$ cat src/sv/vss_pkg.sv
`timescale 1ns / 1ps
// ----------------------------------------------------------------------------
// vss_pkg
// Shared types, widths and register indexes of the speech segmenter.
// ----------------------------------------------------------------------------
package vss_pkg;

  localparam int INDEX_BITS     = 16;
  localparam int PROB_BITS      = 16;
  localparam int FIELD_BITS     = 16;
  localparam int CFG_INDEX_BITS = 8;

  // Compare width for probabilities and thresholds, and working width for
  // index arithmetic against the 16-bit frame count registers.
  localparam int CMP_BITS = (PROB_BITS < FIELD_BITS) ? PROB_BITS : FIELD_BITS;
  localparam int CNT_BITS = (INDEX_BITS > FIELD_BITS) ? INDEX_BITS : FIELD_BITS;

  localparam logic [INDEX_BITS-1:0] IDX_MAX = '1;

  localparam logic [CFG_INDEX_BITS-1:0] REG_ON_THRESHOLD       = CFG_INDEX_BITS'(0);
  localparam logic [CFG_INDEX_BITS-1:0] REG_OFF_THRESHOLD      = CFG_INDEX_BITS'(1);
  localparam logic [CFG_INDEX_BITS-1:0] REG_MIN_SILENCE_FRAMES = CFG_INDEX_BITS'(2);
  localparam logic [CFG_INDEX_BITS-1:0] REG_MIN_SPEECH_FRAMES  = CFG_INDEX_BITS'(3);

  localparam logic [FIELD_BITS-1:0] ON_THRESHOLD_RST       = FIELD_BITS'(32768);
  localparam logic [FIELD_BITS-1:0] OFF_THRESHOLD_RST      = FIELD_BITS'(22938);
  localparam logic [FIELD_BITS-1:0] MIN_SILENCE_FRAMES_RST = FIELD_BITS'(8);
  localparam logic [FIELD_BITS-1:0] MIN_SPEECH_FRAMES_RST  = FIELD_BITS'(4);

  typedef struct packed {
    logic [FIELD_BITS-1:0] frame_prob;
    logic                  first_of_call;
    logic                  last_of_call;
  } frame_t;

  typedef struct packed {
    logic [FIELD_BITS-1:0] seg_start;
    logic [FIELD_BITS-1:0] seg_end;
    logic                  ran_to_end;
  } segment_t;

  typedef struct packed {
    logic [FIELD_BITS-1:0] on_threshold;
    logic [FIELD_BITS-1:0] off_threshold;
    logic [FIELD_BITS-1:0] min_silence_frames;
    logic [FIELD_BITS-1:0] min_speech_frames;
  } cfg_t;

  typedef struct packed {
    logic                  active;
    logic [INDEX_BITS-1:0] start_index;
    logic                  silence_pending;
    logic [INDEX_BITS-1:0] silence_start;
    logic [INDEX_BITS-1:0] frame_index;
  } seg_state_t;

endpackage

$ cat src/sv/vss_cfg.sv
`timescale 1ns / 1ps
// ----------------------------------------------------------------------------
// vss_cfg
// Configuration register file: thresholds and minimum frame counts.
// ----------------------------------------------------------------------------
module vss_cfg
  import vss_pkg::*;
(
  input  logic                      clk,
  input  logic                      rst,
  input  logic                      cfg_valid,
  output logic                      cfg_ready,
  input  logic [CFG_INDEX_BITS-1:0] cfg_index,
  input  logic [FIELD_BITS-1:0]     cfg_data,
  output cfg_t                      cfg
);

  assign cfg_ready = 1'b1;

  always_ff @(posedge clk) begin
    if (rst) begin
      cfg.on_threshold       <= ON_THRESHOLD_RST;
      cfg.off_threshold      <= OFF_THRESHOLD_RST;
      cfg.min_silence_frames <= MIN_SILENCE_FRAMES_RST;
      cfg.min_speech_frames  <= MIN_SPEECH_FRAMES_RST;
    end else if (cfg_valid) begin
      // Indexes beyond the register list are accepted and dropped.
      case (cfg_index)
        REG_ON_THRESHOLD:       cfg.on_threshold       <= cfg_data;
        REG_OFF_THRESHOLD:      cfg.off_threshold      <= cfg_data;
        REG_MIN_SILENCE_FRAMES: cfg.min_silence_frames <= cfg_data;
        REG_MIN_SPEECH_FRAMES:  cfg.min_speech_frames  <= cfg_data;
        default: ;
      endcase
    end
  end

endmodule

$ cat src/sv/vss_decide.sv
`timescale 1ns / 1ps
// ----------------------------------------------------------------------------
// vss_decide
// Per-frame hysteresis decision: next segment state and optional report.
// ----------------------------------------------------------------------------
module vss_decide
  import vss_pkg::*;
(
  input  seg_state_t state,
  input  cfg_t       cfg,
  input  frame_t     frame,
  output seg_state_t state_next,
  output logic       res_valid,
  output segment_t   res
);

  logic [CMP_BITS-1:0]   p;
  logic [CMP_BITS-1:0]   on_t;
  logic [CMP_BITS-1:0]   off_t;
  logic                  ge_on;
  logic                  lt_off;
  logic [INDEX_BITS-1:0] idx;
  logic [INDEX_BITS-1:0] st;
  logic                  pend;
  logic [INDEX_BITS-1:0] ss;
  logic                  act;
  logic [INDEX_BITS-1:0] sil_len;
  logic [INDEX_BITS-1:0] seg_len;
  logic                  close;
  logic                  report;
  logic                  silence_path;

  assign p      = frame.frame_prob[CMP_BITS-1:0];
  assign on_t   = cfg.on_threshold[CMP_BITS-1:0];
  assign off_t  = cfg.off_threshold[CMP_BITS-1:0];
  assign ge_on  = (p >= on_t);
  assign lt_off = (p < off_t);

  always_comb begin
    // A first frame restarts the call's indexes before the decision.
    idx  = frame.first_of_call ? '0 : state.frame_index;
    st   = frame.first_of_call ? '0 : state.start_index;
    pend = frame.first_of_call ? 1'b0 : state.silence_pending;
    ss   = frame.first_of_call ? '0 : state.silence_start;
    act  = state.active;

    if (ge_on) begin
      pend = 1'b0;
    end

    silence_path = !(ge_on && !act) && lt_off && act;

    if (ge_on && !act) begin
      act = 1'b1;
      st  = idx;
    end else if (silence_path && !pend) begin
      pend = 1'b1;
      ss   = idx;
    end

    sil_len = idx - ss;
    seg_len = (ss > st) ? (ss - st) : '0;
    close   = silence_path &&
              (CNT_BITS'(sil_len) >= CNT_BITS'(cfg.min_silence_frames));
    report  = close && (CNT_BITS'(seg_len) > CNT_BITS'(cfg.min_speech_frames));

    res_valid = 1'b0;
    res       = '0;
    if (report) begin
      res_valid      = 1'b1;
      res.seg_start  = FIELD_BITS'(CNT_BITS'(st));
      res.seg_end    = FIELD_BITS'(CNT_BITS'(ss));
      res.ran_to_end = 1'b0;
    end

    if (close) begin
      st   = '0;
      ss   = '0;
      pend = 1'b0;
      act  = 1'b0;
    end

    if (frame.last_of_call && act && !report) begin
      res_valid      = 1'b1;
      res.seg_start  = FIELD_BITS'(CNT_BITS'(st));
      res.seg_end    = FIELD_BITS'(CNT_BITS'(idx));
      res.ran_to_end = 1'b1;
    end

    state_next.active          = act;
    state_next.start_index     = st;
    state_next.silence_pending = pend;
    state_next.silence_start   = ss;
    state_next.frame_index     = (idx < IDX_MAX) ? (idx + 1'b1) : idx;
  end

endmodule

$ cat src/sv/vad_speech_segmenter.sv
`timescale 1ns / 1ps
// ----------------------------------------------------------------------------
// vad_speech_segmenter
// Hysteresis speech segmenter: turns per-frame speech probabilities into
// reported segment boundaries.
// ----------------------------------------------------------------------------
// A transferred frame is held in the frame register and decided there; its
// segment, if any, is loaded into the output register when the frame moves
// on, and is offered on the output from then on.
// Throughput: one frame per cycle; the input register stalls only when a
// frame produces a segment while the output register holds one not taken.
// Reset clears the segment state and loads the registers with their defaults.
module vad_speech_segmenter
  import vss_pkg::*;
(
  input  logic                      clk,
  input  logic                      rst,
  input  logic                      in_valid,
  output logic                      in_ready,
  input  frame_t                    in_data,
  output logic                      out_valid,
  input  logic                      out_ready,
  output segment_t                  out_data,
  input  logic                      cfg_valid,
  output logic                      cfg_ready,
  input  logic [CFG_INDEX_BITS-1:0] cfg_index,
  input  logic [FIELD_BITS-1:0]     cfg_data
);

  cfg_t       cfg;
  frame_t     frame;
  logic       frame_valid;
  seg_state_t state;
  seg_state_t state_next;
  logic       res_valid;
  segment_t   res;
  logic       advance;

  vss_cfg u_cfg (
    .clk       (clk),
    .rst       (rst),
    .cfg_valid (cfg_valid),
    .cfg_ready (cfg_ready),
    .cfg_index (cfg_index),
    .cfg_data  (cfg_data),
    .cfg       (cfg)
  );

  vss_decide u_decide (
    .state      (state),
    .cfg        (cfg),
    .frame      (frame),
    .state_next (state_next),
    .res_valid  (res_valid),
    .res        (res)
  );

  // The held frame moves on unless it has a segment to hand over and the
  // output register is full and not being drained.
  assign advance  = frame_valid && (!res_valid || !out_valid || out_ready);
  assign in_ready = !frame_valid || advance;

  always_ff @(posedge clk) begin
    if (rst) begin
      frame_valid <= 1'b0;
    end else if (in_ready) begin
      frame_valid <= in_valid;
    end
  end

  always_ff @(posedge clk) begin
    if (in_valid && in_ready) begin
      frame <= in_data;
    end
  end

  always_ff @(posedge clk) begin
    if (rst) begin
      state <= '0;
    end else if (advance) begin
      state <= state_next;
    end
  end

  always_ff @(posedge clk) begin
    if (rst) begin
      out_valid <= 1'b0;
    end else if (advance && res_valid) begin
      out_valid <= 1'b1;
    end else if (out_ready) begin
      out_valid <= 1'b0;
    end
  end

  always_ff @(posedge clk) begin
    if (advance && res_valid) begin
      out_data <= res;
    end
  end

endmodule

$ cat config.mk
export PLATFORM = sky130hd
export DESIGN_NAME = vad_speech_segmenter
export DESIGN_NICKNAME = d
export VERILOG_FILES = /design/src/sv/vss_pkg.sv /design/src/sv/vss_cfg.sv /design/src/sv/vss_decide.sv /design/src/sv/vad_speech_segmenter.sv
export SDC_FILE = /design/constraint.sdc
export NUM_CORES = 1
export LEC_CHECK = 0
export BUFFER_PORTS_ARGS = -buffer_cell sky130_fd_sc_hd__clkbuf_2
export CAP_MARGIN = 20
export CELL_PAD_IN_SITES_DETAIL_PLACEMENT = 0
export CELL_PAD_IN_SITES_GLOBAL_PLACEMENT = 1
export CORE_ASPECT_RATIO = 1.75
export CORE_UTILIZATION = 39
export DETAILED_ROUTE_END_ITERATION = 8
export PLACE_DENSITY_LB_ADDON = 0.1
export SYNTH_ARGS = -nofsm -noshare
export SYNTH_HDL_FRONTEND = slang
export SYNTH_SLANG_ARGS = --single-unit
export TNS_END_PERCENT = 10
$ cat constraint.sdc
create_clock -name clk -period 10 [get_ports clk]
set_clock_uncertainty 0.05 [all_clocks]
set_input_delay 1 -clock clk [delete_from_list [all_inputs] [get_ports clk]]
set_output_delay 1 -clock clk [all_outputs]
set_load 0.02 [all_outputs]
Word level (Yosys, flattened, before mapping). Index checks and enable logic that the tools add are counted.

Eq/ne operators: 3. Mux-type cells: 23. Add/subtract/negate cells: 3. Reductions and logical operators: 27. Magnitude comparators: 6.

Operators with widths (count): 16-bit 2-to-1 mux (10); 33-bit 2-to-1 mux (2); 16-bit >= comparator (2); 16-bit > comparator (2); 16-bit subtractor (2); 16-bit by 1-bit adder with 16-bit output, second input constant (1); 8-bit by 2-bit equality test with 1-bit output, second input constant (2); 16-bit < comparator (1); 16-bit < comparator, second input constant (1); 1-bit logical AND (11); 1-bit 2-to-1 mux (11); 8-bit by 1-bit equality test with 1-bit output, second input constant (1); 8-bit zero test (1); 2-bit AND reduction (4); 1-bit zero test (7); 1-bit logical OR (3); 2-bit nonzero test (1).

Register bits: 167. Output and inout bits: 36. Input bits: 47. Word-level logic and storage cells: 79.

Logic depth before layout (Yosys ltp).
Depth after elaboration: 21. Gate-level depth with buffers: 36. Gate-level depth less buffers: 33.

By module. A second synthesis with hierarchy kept.

Cell total of the unflattened synthesis: 1252. Area total of the unflattened synthesis: 11468.5 µm².

Modules (own cells, without submodules): vss_decide (instances 1, area an instance 4888.4 µm², sequential area each 0.0 µm², cells each 730); vad_speech_segmenter (instances 1, area an instance 3916.3 µm², sequential area each 2572.5 µm², cells each 279); vss_cfg (instances 1, area an instance 2663.8 µm², sequential area each 1281.2 µm², cells each 243).

Least setup slack after synthesis. Ideal clock, no wire load.

Path kind: reg-to-reg. Start: register frame[12] (netlist name). End: register out_data[0] (netlist bit) (enable). Data arrival time: 7.921 ns. Cell stages (with the launch flop): 33. Library setup time: 0.423 ns. Path buffers: 4. Period minus slack after synthesis: 8.394 ns. Required time: 9.527 ns. Path slack: 1.606 ns. Cell sequence: edfxtp_1 > ha_1 > a21o_1 > a221o_1 > a2111oi_4 > o21a_2 > nand2_1 > clkbuf_1 > clkbuf_1 > nand2_1 > o21ai_0 > nand2_1 > inv_1 > ha_1 > nand4_1 > or2_2 > nor4_1 > a22o_1 > clkbuf_1 > nor3_1 > ha_1 > a21o_1 > a21o_1 > a21o_1 > a21o_1 > a21oi_1 > o21ai_0 > or2_2 > o211ai_1 > o211a_1 > clkbuf_1 > nor2_1 > nor2_1.

Cells in the longest elaborated chain, start to end: 20. Elaborated cells on any way between the ends: 32. Classes of those cells: 2 x add/sub; 5 x order compare; 9 x mux; 16 x reduce/logical.

Ends and longest elaborated chain: 16-bit >= comparator (RTL line vss_decide.sv:36) `assign ge_on = (p >= on_t);`; 1-bit logical AND (RTL line vss_decide.sv:51, vss_decide.sv:53); 1-bit zero test (RTL line vss_decide.sv:51) `silence_path = !(ge_on && !act) && lt_off && act;`; 1-bit logical AND (2 in a row) (RTL line vss_decide.sv:51); 1-bit logical AND (RTL line vss_decide.sv:56) `end else if (silence_path && !pend) begin`; 16-bit 2-to-1 mux (RTL line vss_decide.sv:56); 16-bit 2-to-1 mux (RTL line vss_decide.sv:53) `if (ge_on && !act) begin`; 16-bit subtractor, or another cell as far along (RTL line vss_decide.sv:61) `sil_len = idx - ss;`; (+2 left out); 1-bit 2-to-1 mux or 1-bit logical AND (tied branches) (RTL line vss_decide.sv:76, vss_decide.sv:65); 1-bit logical AND or 1-bit zero test (tied branches) (RTL line vss_decide.sv:83) `if (frame.last_of_call && act && !report) begin`; 1-bit logical AND (RTL line vss_decide.sv:83); 1-bit 2-to-1 mux * (RTL line vss_decide.sv:83); 1-bit zero test (RTL line vad_speech_segmenter.sv:60) `assign advance = frame_valid && (!res_valid || !out_valid || out_ready);`; 1-bit logical OR (2 in a row) (RTL line vad_speech_segmenter.sv:60); 1-bit logical AND (RTL line vad_speech_segmenter.sv:60); 1-bit logical AND * (RTL line vad_speech_segmenter.sv:96) `if (advance && res_valid) begin`; end signal, assigned (RTL line vad_speech_segmenter.sv:97) `out_data <= res;`; end, declared (RTL line vad_speech_segmenter.sv:23) `output segment_t out_data,`.

Every way passes the cells marked *; elsewhere a longest branch is shown, timed or not. A chain may end at the register's enable or synchronous reset.

Final worst setup path.
Start: register frame[2] (netlist name). End: output port in_ready.

Cells in the longest elaborated chain, start to end: 20. Elaborated cells on any way between the ends: 32. Classes of those cells: 2 x add/sub; 5 x order compare; 9 x mux; 16 x reduce/logical.

Ends and longest elaborated chain: 16-bit >= comparator (RTL line vss_decide.sv:36); 1-bit logical AND (RTL line vss_decide.sv:51, vss_decide.sv:53); 1-bit zero test (RTL line vss_decide.sv:51); 1-bit logical AND (2 in a row) (RTL line vss_decide.sv:51); 1-bit logical AND (RTL line vss_decide.sv:56); 16-bit 2-to-1 mux (RTL line vss_decide.sv:56); 16-bit 2-to-1 mux (RTL line vss_decide.sv:53); 16-bit subtractor, or another cell as far along (RTL line vss_decide.sv:61); (+2 left out); 1-bit 2-to-1 mux or 1-bit logical AND (tied branches) (RTL line vss_decide.sv:76, vss_decide.sv:65); 1-bit logical AND or 1-bit zero test (tied branches) (RTL line vss_decide.sv:83); 1-bit logical AND (RTL line vss_decide.sv:83); 1-bit 2-to-1 mux * (RTL line vss_decide.sv:83); 1-bit zero test * (RTL line vad_speech_segmenter.sv:60); 1-bit logical OR * (2 in a row) (RTL line vad_speech_segmenter.sv:60); 1-bit logical AND * (RTL line vad_speech_segmenter.sv:60); 1-bit logical OR * (RTL line vad_speech_segmenter.sv:61) `assign in_ready = !frame_valid || advance;`; end, declared (RTL line vad_speech_segmenter.sv:19) `output logic in_ready,`.

Marks and branches as above.

==> out/metrics.cfg <==
[detailed_routing]
drc = 0
final_ant_viol_nets = 0
detailroute.via_count = 9565
via_to_cell_ratio = 5.56
total_wire_length_after_detailed_routing_um = 35200
post_drt_wl_per_cell_um = 20.5
number_of_drc_markers_in_iteration_0 = 593
detailedRoute.firstPassIterationCount = 5

[yosys]
synth_area_leaders = sky130_fd_sc_hd__dfxtp_1 (22%), sky130_fd_sc_hd__edfxtp_1 (14%), sky130_fd_sc_hd__ha_1 (11%)
synth.distinct_cells = 83
netlist_area_pre_place_um2 = 10700
yosys.area.top_type_share_pct = 21.8
postSynthRegisterBits = 167
syn_inst = 1295
count_of_flip_flops_with_a_built_in_enable_after_synthesis = 51
avgSynthCellArea_um2 = 8.24
yosys_most_used_dff = sky130_fd_sc_hd__dfxtp_1
mappedNetlistNets = 1436
post_synth_top_area_cell = sky130_fd_sc_hd__dfxtp_1
async_flop_share_pct = 0
synth_most_common_cell = sky130_fd_sc_hd__nor2_1
yosysWarnings = 0
synth.cells.most_frequent = sky130_fd_sc_hd__nor2_1 (151), sky130_fd_sc_hd__nand2_1 (138), sky130_fd_sc_hd__dfxtp_1 (116)
synth_sequential_area_ratio_pct = 36.1

[clock_network]
clkSinkCount = 167
post_cts.repair.setup_buffers = 0
clk_path_buf_depth = 2
cts-buffers-inserted = 17
cts-htree-levels = 4
cts_tree = yes
worst_skew_pair.late_latency_ns = 0.45
clock-root-buffer = sky130_fd_sc_hd__clkbuf_16
cts-resized-gates = 0
clkSlewWorstSetupHoldPaths_ns = 0.06
ctsHoldBuffers = 0

[pwr]
peakVddDrop_mv = 0.128
leakage_uw = 0.00515
power_per_cell_area_nw_per_um2 = 137

[placement]
place.gp.congestion = 0.869
port_buf_inserts = 81
dp.final_hpwl_um = 26000

[grt]
initial_antenna_violation_count = 0
grt_max_degree = 66
grt_first_pass_wirelength_um = 54100
grt_pass1_vias = 9306
globalRouteTotalUtil_pct = 25.9
grt_overflow_total = 0

[sta]
worst_slew_pin_slew_ns = 1.02
setup_repair_after_global_routing_missed_its_margin = false
maxSlewHeadroom_pct = 31.7
timing.final.max_slew_violations = 0
final_period_minus_worst_setup_slack_ns = 9.22
finalSetupViolations = 0
report.final.hold_viol_count = 0
fin_hold_ws_ns = 0.404
timing.final.crit_share_pct = 92.2
setup_tns_ns = 0
fmaxAchievable_mhz = 108

[worst_setup_path]
timing.critical_path.slowest_stage_cell = sky130_fd_sc_hd__nand2_1
critical_path.max_stage_delay_ns = 0.79
worstSetupPathType = reg -> out
setup.worst_path.end_class = primary output
cp_max_fo = 23
critical_path_required_ns = 8.95
startpoint_type = register
critPathArrivalTime_ns = 8.17

[layout]
antenna_cells = 0
drive_above_1_share_pct = 11.5
flow.area_growth_from_synthesis_pct = 12.7
design.final.nets = 1486

[die]
floorplan.die_area_um2 = 28100
num_io_pins = 83
core.rowCount = 79
core_area_um2 = 26800
chipHeight_um = 221
starting_density_of_the_core_pct = 39.9
floorplan.die.width_um = 127

[run_status]
run_status = complete, no violations

[hold_path]
hold_path.class = reg -> reg

[run]
cap_viol_max_count = 0

## path summary, 6_finish.rpt
check	slack (ns)	endpoint	cells after the start	from
min	0.40	u_cfg.cfg[45]	2	u_cfg.cfg[45]
max	0.78	in_ready	28	frame[2]
min reg2reg	0.40	u_cfg.cfg[45]	2	u_cfg.cfg[45]
max reg2reg	1.36	frame[15]	28	frame[2]
## cells by family (layout without fill, tap and decap cells)
kind of cell             after synthesis  after routing  synth area share, %
AO/OA/AOI/OAI                        342            342                 21.3
XOR/XNOR                              23             23                 1.89
adder cells (fa/ha/maj)               94             94                 11.0
buffers and inverters                179            241                 6.48
flip-flops                           167            167                 36.1
multiplexers                          47             47                 4.41
other                                  1              1               0.0351
AND/OR/NAND/NOR                      442            442                 18.8
## cells in the final DEF, fill, tap and decap left out, types with 4 or more instances in the layout
master / count
sky130_fd_sc_hd__nor3_1: 29
sky130_fd_sc_hd__xnor2_1: 12
sky130_fd_sc_hd__nand4_1: 12
sky130_fd_sc_hd__and2_1: 6
sky130_fd_sc_hd__mux2i_1: 47
sky130_fd_sc_hd__ha_1: 94
sky130_fd_sc_hd__and4_1: 6
sky130_fd_sc_hd__o21a_1: 14
sky130_fd_sc_hd__o22ai_1: 15
sky130_fd_sc_hd__nor4_1: 9
sky130_fd_sc_hd__nand3_1: 44
sky130_fd_sc_hd__clkbuf_2: 80
sky130_fd_sc_hd__or2_2: 9
sky130_fd_sc_hd__xor2_1: 11
sky130_fd_sc_hd__a221oi_1: 8
sky130_fd_sc_hd__a21o_1: 37
sky130_fd_sc_hd__nor2b_1: 11
sky130_fd_sc_hd__a31oi_1: 7
sky130_fd_sc_hd__and3_1: 6
sky130_fd_sc_hd__a21oi_1: 87
sky130_fd_sc_hd__nor2_1: 149
sky130_fd_sc_hd__nand2b_1: 5
sky130_fd_sc_hd__o31ai_1: 4
sky130_fd_sc_hd__clkbuf_16: 21
sky130_fd_sc_hd__a211oi_1: 10
sky130_fd_sc_hd__nand2_1: 138
sky130_fd_sc_hd__o21ai_0: 86
sky130_fd_sc_hd__edfxtp_1: 51
sky130_fd_sc_hd__dfxtp_1: 116
sky130_fd_sc_hd__a22o_1: 5
sky130_fd_sc_hd__inv_1: 112
sky130_fd_sc_hd__o211ai_1: 14
sky130_fd_sc_hd__buf_4: 14
## final cells by class
type | count | area [µm²]
fill | 2709 | 14800
clock buffer | 26 | 564
sequential | 167 | 3850
multi-input combinational | 949 | 6150
tap | 364 | 455
timing repair buffer | 96 | 532
inverter | 114 | 428
clock inverter | 5 | 52.6
## critical path: cells and delay by family, from the launching register on
family                     cells  cell delay, ns
AOI/OAI and AO/OA             13            3.37
adders and majority gates      3            0.97
buffers and inverters          3            0.40
DFF                            1            0.39
and+or+nand+nor                9            2.57
## routing by layer
layer	GRT usage [%]	wire (µm)	vias up
met5	0	0	-
met1	27.8	13400	4500
met3	3.29	1250	86
met4	17.3	2300	0
li1	-	-	4680
met2	46.7	18300	299
## power breakdown
part | switching (µW) | internal [µW] | leakage, µW
combinational | 163 | 77.9 | 0.00342
sequential | 6.01 | 711 | 0.00142
clock | 280 | 413 | 0.000303
## flip-flops by register name, indices dropped and copies added, names as in the netlist
register / cells
u_cfg.cfg: 64
state: 50
out_valid: 1
out_data: 33
frame: 18
frame_valid: 1
## stage by stage
| stage | area (µm²) | power (µW) | worst slack [ns] | cells | util, % |
|---|---|---|---|---|---|
| CTS | 12000 | 1660 | 0.767 | 1719 | 44.8 |
| detailed placement | 11400 | 972 | 1.31 | 1688 | 42.5 |
| finish | 12000 | 1650 | 0.780 | 1721 | 44.9 |
| floorplan | 10700 | 889 | 1.61 | 1295 | - |
| global placement | 11400 | 970 | 1.45 | 1688 | 42.5 |
| global route | 12000 | 1710 | 0.226 | 1721 | 44.9 |
(Power assumes the default switching activity.)
